## src/rtl/lzpmd_pkg.sv

```systemverilog
package lzpmd_pkg;

   // sizes
   localparam int BLOCK_ADDR_BITS = 20;
   localparam int HASH_MAX_BITS   = 16;
   localparam int POS_BITS        = BLOCK_ADDR_BITS + 1;
   localparam int LEN_BITS        = 21;
   localparam int EPOCH_BITS      = 8;
   localparam int HIST_DEPTH      = 1 << BLOCK_ADDR_BITS;
   localparam int TBL_DEPTH       = 1 << HASH_MAX_BITS;
   localparam int CSR_ADDR_BITS   = 3;
   localparam int CSR_DATA_BITS   = 32;

   // decoder constants
   localparam logic [7:0]          MARKER    = 8'hF2;
   localparam logic [7:0]          LEN_MORE  = 8'd254;
   localparam logic [7:0]          MARK_ESC  = 8'd255;
   localparam logic [LEN_BITS-1:0] LEN_MAX   = '1;
   localparam int                  HDR_BYTES = 4;
   localparam int                  HB_MIN    = 8;
   localparam logic [7:0]          MM_MIN    = 8'd4;
   localparam logic [4:0]          HB_RESET  = 5'd16;
   localparam logic [7:0]          MM_RESET  = 8'd40;

   typedef enum logic [2:0] {
      PH_HEADER,
      PH_TOKEN,
      PH_MARK,
      PH_LEN,
      PH_COPY,
      PH_DRAIN
   } phase_type;

   typedef enum logic [2:0] {
      ST_OK,
      ST_BUSY,
      ST_SHORT,
      ST_TRUNC,
      ST_OVERFLOW
   } status_type;

   typedef enum logic {
      CMD_BYTE,
      CMD_TICK
   } cmd_type;

   typedef enum logic {
      REG_HASH_BITS,
      REG_MIN_MATCH
   } reg_type;

   typedef struct packed {
      logic [4:0] hash_bits;
      logic [7:0] min_match;
   } cfg_type;

   typedef struct packed {
      logic [EPOCH_BITS-1:0]      epoch;
      logic [BLOCK_ADDR_BITS-1:0] value;
   } ptab_entry_type;

   typedef struct packed {
      logic [HASH_MAX_BITS-1:0]   raddr;
      logic                       we;
      logic [HASH_MAX_BITS-1:0]   waddr;
      logic [BLOCK_ADDR_BITS-1:0] wdata;
      logic                       block_end;
   } ptab_req_type;

   typedef struct packed {
      logic                       busy;
      logic [BLOCK_ADDR_BITS-1:0] value;
   } ptab_rsp_type;

   // context hash, masked to the clamped table size
   function automatic logic [HASH_MAX_BITS-1:0] hash_index(input logic [31:0] ctx,
                                                           input logic [4:0]  hb);
      logic [31:0]              mix;
      logic [HASH_MAX_BITS-1:0] mask;
      int unsigned              width;
      mix   = (ctx >> 15) ^ ctx ^ (ctx >> 3);
      width = int'(hb);
      if (width < HB_MIN) width = HB_MIN;
      if (width > HASH_MAX_BITS) width = HASH_MAX_BITS;
      for (int i = 0; i < HASH_MAX_BITS; i++) begin
         mask[i] = (i < width);
      end
      return mix[HASH_MAX_BITS-1:0] & mask;
   endfunction

   function automatic logic [7:0] min_match_eff(input logic [7:0] mm);
      return (mm < MM_MIN) ? MM_MIN : mm;
   endfunction

endpackage

```

## src/rtl/lzpmd_csr.sv

```systemverilog
module lzpmd_csr import lzpmd_pkg::*; (
   input  logic                     clock,
   input  logic                     reset,
   input  logic                     csr_psel,
   input  logic                     csr_penable,
   input  logic                     csr_pwrite,
   input  logic [CSR_ADDR_BITS-1:0] csr_paddr,
   input  logic [CSR_DATA_BITS-1:0] csr_pwdata,
   output logic [CSR_DATA_BITS-1:0] csr_prdata,
   output logic                     csr_pready,
   output cfg_type                  cfg_cur,
   output cfg_type                  cfg_nxt
);

   cfg_type cfg_ff, cfg_in;
   reg_type reg_sel;
   logic    wr;

   assign csr_pready = 1'b1;
   assign reg_sel    = reg_type'(csr_paddr[2]);
   assign wr         = csr_psel && csr_penable && csr_pwrite && csr_pready;

   always_comb begin
      cfg_in = cfg_ff;
      if (wr) begin
         unique case (reg_sel)
            REG_HASH_BITS: cfg_in.hash_bits = csr_pwdata[4:0];
            REG_MIN_MATCH: cfg_in.min_match = csr_pwdata[7:0];
            default:       cfg_in = cfg_ff;
         endcase
      end
   end

   always_comb begin
      unique case (reg_sel)
         REG_HASH_BITS: csr_prdata = CSR_DATA_BITS'(cfg_ff.hash_bits);
         REG_MIN_MATCH: csr_prdata = CSR_DATA_BITS'(cfg_ff.min_match);
         default:       csr_prdata = '0;
      endcase
   end

   always_ff @(posedge clock) begin
      if (reset) begin
         cfg_ff.hash_bits <= HB_RESET;
         cfg_ff.min_match <= MM_RESET;
      end else begin
         cfg_ff <= cfg_in;
      end
   end

   assign cfg_cur = cfg_ff;
   assign cfg_nxt = cfg_in;

endmodule

```

## config.mk

```make
export PLATFORM = sky130hd
export DESIGN_NAME = lzpmd_csr
export DESIGN_NICKNAME = d
export VERILOG_FILES = /design/src/rtl/lzpmd_pkg.sv /design/src/rtl/lzpmd_csr.sv
export SDC_FILE = /design/constraint.sdc
export NUM_CORES = 1
export LEC_CHECK = 0
export BUFFER_PORTS_ARGS = -buffer_cell sky130_fd_sc_hd__buf_2
export CAP_MARGIN = 20
export CORE_MARGIN = 1
export CORE_UTILIZATION = 39
export DETAILED_ROUTE_END_ITERATION = 6
export PLACE_DENSITY = 0.85
export SLEW_MARGIN = 40
export SYNTH_ARGS = -nofsm -noshare
export SYNTH_HDL_FRONTEND = slang
export SYNTH_SLANG_ARGS = --single-unit
```

## constraint.sdc

```tcl
create_clock -name clock -period 2.3 [get_ports clock]
set_input_delay 0.345 -clock clock [delete_from_list [all_inputs] [get_ports clock]]
set_output_delay 0.345 -clock clock [all_outputs]
set_load 0.1 [all_outputs]
```

; ---- After elaboration in Yosys (flattened, before gate mapping)
; Index checks and enable logic that the tools add are counted.
[totals]
reg_bits = 13
latchBits = 0
mem_bits_rw = 0
rom_bits = 0
inputBits = 40
out_inout_bits = 59
word_cells = 9
n_memories = 0
[classes]
addsub = 0
multipliers = 0
div_mod_pow = 0
magnitude_cmp = 0
n_eq_ne = 0
shifts = 0
n_mux = 4
n_bitwise = 1
reduce_logical = 2
[ops]
columns = cell, count
row1 = case mux 32 bit (2 select lines), 1
row2 = two-way mux 13 bit, 1
row3 = two-way mux 8 bit, 1
row4 = two-way mux 5 bit, 1
row5 = logical AND 1 bit, 2
row6 = inverter 1 bit, 1

; ---- Depth between registers and ports, before layout
[depth]
ltp_word = 3
ltp_mapped = 4

; ---- Worst setup path after synthesis
; Ideal clock, no wire load.
[synth_path]
path_type = reg-to-output
startpoint = register cfg_ff, in the netlist cfg_cur[8]
endpoint = output csr_prdata[0]
arrival_ns = 1.621
required_time_ns = 1.955
setup_slack_ns = 0.334
path_stages_with_launch = 2
n_path_buf = 0
cell_sequence = dfxtp_1 -> mux2_2
[synth_via]
elab_chain_cells = 1
[synth_lines]
columns = element, line
row1 = "start, declared", lzpmd_csr.sv:15  ; cfg_type cfg_ff, cfg_in;
row2 = "start signal, assigned", lzpmd_csr.sv:47  ; cfg_ff <= cfg_in;
row3 = case mux 32 bit (2 select lines), lzpmd_csr.sv:35  ; unique case (reg_sel)
row4 = "end, declared", lzpmd_csr.sv:9  ; output logic [CSR_DATA_BITS-1:0] csr_prdata,
; No other way between the ends. The select of a mux whose other input is x is not followed.

==> reports/qor.txt <==
drt first pass iters - 4
synthesized instance count - 106
total track usage - 13.5%
IO Pins - 99
Area Overhead vs Synth - 35.4%
Static Leakage - 0.696 nW
Via density - 4.31
Pins Over Slew Limit - 0
antenna fix cells - 0
Initial Util - 41.8%
synthesized flop and latch total - 13
register area share after synthesis - 24.9%
vias in the first global route - 595
CTS Root Cell - clkbuf_4
IO Port Bufs - 47
clock slew at reported path FFs - 0.08 ns
Setup violations, final - 0
max reg flops - 13
CP startpoint kind - input port
PD cells - 567 nW/um^2
Layout Skew - 0 ns
insertion delay to the later sink of the worst-skew pair - 0.27 ns
1st-iter DRT viols - 4
Placeable Area - 2500 um^2
Mapped Area - 1050 um^2
GP Congestion - 0.644
Synthesis Warnings - 0
Sink Count - 13
Psw - 0.430 mW
worst vdd ir - 0.000375 V
CP endpoint kind - primary output
global-route wire length before repair - 2.77 mm
CTS buffer count - 3
initial antenna violation count - 0
die area - 2890 um^2
Remaining DRCs - 0
max_cap viols - 0
post-cts sizing count - 0
via count - 789
total global routing overflow - 0
number of buffers on the longest clock path - 2
postcts setup bufs - 0
Final HPWL DP - 1.50 mm
pre-CTS worst setup slack - 0.398 ns
fin crit period - 1.90 ns
final cycle utilization of the critical path - 82.7%
total number of H-tree levels - 1
WP data required - 1.96 ns
Logic pwr share - 53.3%
ratio of cells with drive above 1 in the final layout - 49.0%
Post-DRT Antenna Nets - 0
largest net degree at the start of global routing - 24
Final WS setup - 0.398 ns
crit-path max FO - 11
aggregate negative setup slack - 0 ns
Hold Vio Cnt, Final - 0
DIE HEIGHT - 53.8 um
switching share of power - 53.6%
clock network fraction of total power - 17.5%
RSZ-0062 raised after global routing - no
internal power - 0.373 mW
post-synthesis cell type count - 14
FP Rows - 18
Seq pwr share - 29.2%
routed len/inst - 10.3 um
Total Wirelength - 1.88 mm
Min-Delay Path Class - input port to flip-flop
status - finished, final reports clean
Mapped Avg Cell Area - 9.87 um^2
crit path DAT - 1.56 ns
Die X - 53.8 um
Worst Setup Path Type - input port to primary output
final net count - 194
CTS tree - yes
Max Clock Freq - 526 MHz
hold_buf cts - 0
through the flow:
stage / hold slack (ns) / cell area (um^2) / power, mW / utilization (%) / cells
floorplan: 0.500 / 1130 / 0.635 / - / 129
global placement: 0.483 / 1390 / 0.667 / 55.6 / 179
detailed placement: 0.492 / 1390 / 0.668 / 55.6 / 179
CTS: 0.328 / 1420 / 0.814 / 56.7 / 183
global route: 0.330 / 1420 / 0.840 / 56.7 / 183
finish: 0.341 / 1420 / 0.803 / 56.7 / 183
final timing paths:
path	start	cells after the start	endpoint	slack, ns
setup / recovery	csr_paddr[2]	5	cfg_nxt[5]	0.40
hold / removal	csr_pwdata[7]	3	cfg_cur[7]	0.34
setup reg to reg	cfg_cur[10]	2	cfg_cur[10]	1.65
hold reg to reg	cfg_cur[2]	2	cfg_cur[2]	0.50
power by group through the flow:
stage	clock, mW	sequential, mW	combinational [mW]
after floorplan	0	0.275	0.360
after global placement	0	0.240	0.427
after detailed placement	0	0.240	0.428
after CTS	0.151	0.234	0.429
after global routing	0.164	0.235	0.441
final	0.141	0.234	0.428
cells in the mapped netlist:
cell,instances,area share (%)
buf_6,4,4.3
buf_4,25,18
and4b_1,1,0.96
nand2b_1,17,10
nor2_1,6,2.2
nand4b_1,1,0.84
mux2_2,11,12
and2_2,3,2.2
mux2i_1,13,12
conb_1,2,0.72
dfxtp_1,13,25
clkbuf_1,2,0.72
and4_1,1,0.84
mux2_4,7,10
worst max-delay path: stages:
cell and delay, ns:
buf_2 0.22, and4_1 0.24, buf_4 0.19, mux2_2 0.38
buf_12 0.17
cells in the final DEF, fill, tap and decap left out, drive strengths merged:
cell / netlist / layout
buf: 29 / 51
conb: 2 / 25
mux2: 18 / 18
nand2b: 17 / 17
mux2i: 13 / 13
dfxtp: 13 / 13
nor2: 6 / 6
clkbuf: 2 / 4
and2: 3 / 3
and4b: 1 / 1
and4: 1 / 1
nand4b: 1 / 1
area by class of cell:
| type | instances | area, um^2 |
|---|---|---|
| clock buffer | 4 | 26.3 |
| fill | 229 | 1080 |
| multi-input combinational | 85 | 632 |
| sequential | 13 | 260 |
| tap | 30 | 37.5 |
| timing repair buffer | 51 | 460 |
kinds of logic after synthesis:
kind of cell / count (synthesis) / share of synthesized area, %
simple gates: 29 / 17.1
mux: 31 / 34.3
buf+inv: 31 / 23.0
other cells: 2 / 0.718
flops: 13 / 24.9
per-layer routing:
layer  wire length, um  up-vias  GRT usage (%)
li1                  -      394              -
met4                 8        0           6.58
met2               891       41           22.0
met5                 0        -              0
met3               168        2           3.67
met1               813      352           16.3
(Power assumes the default switching activity.)
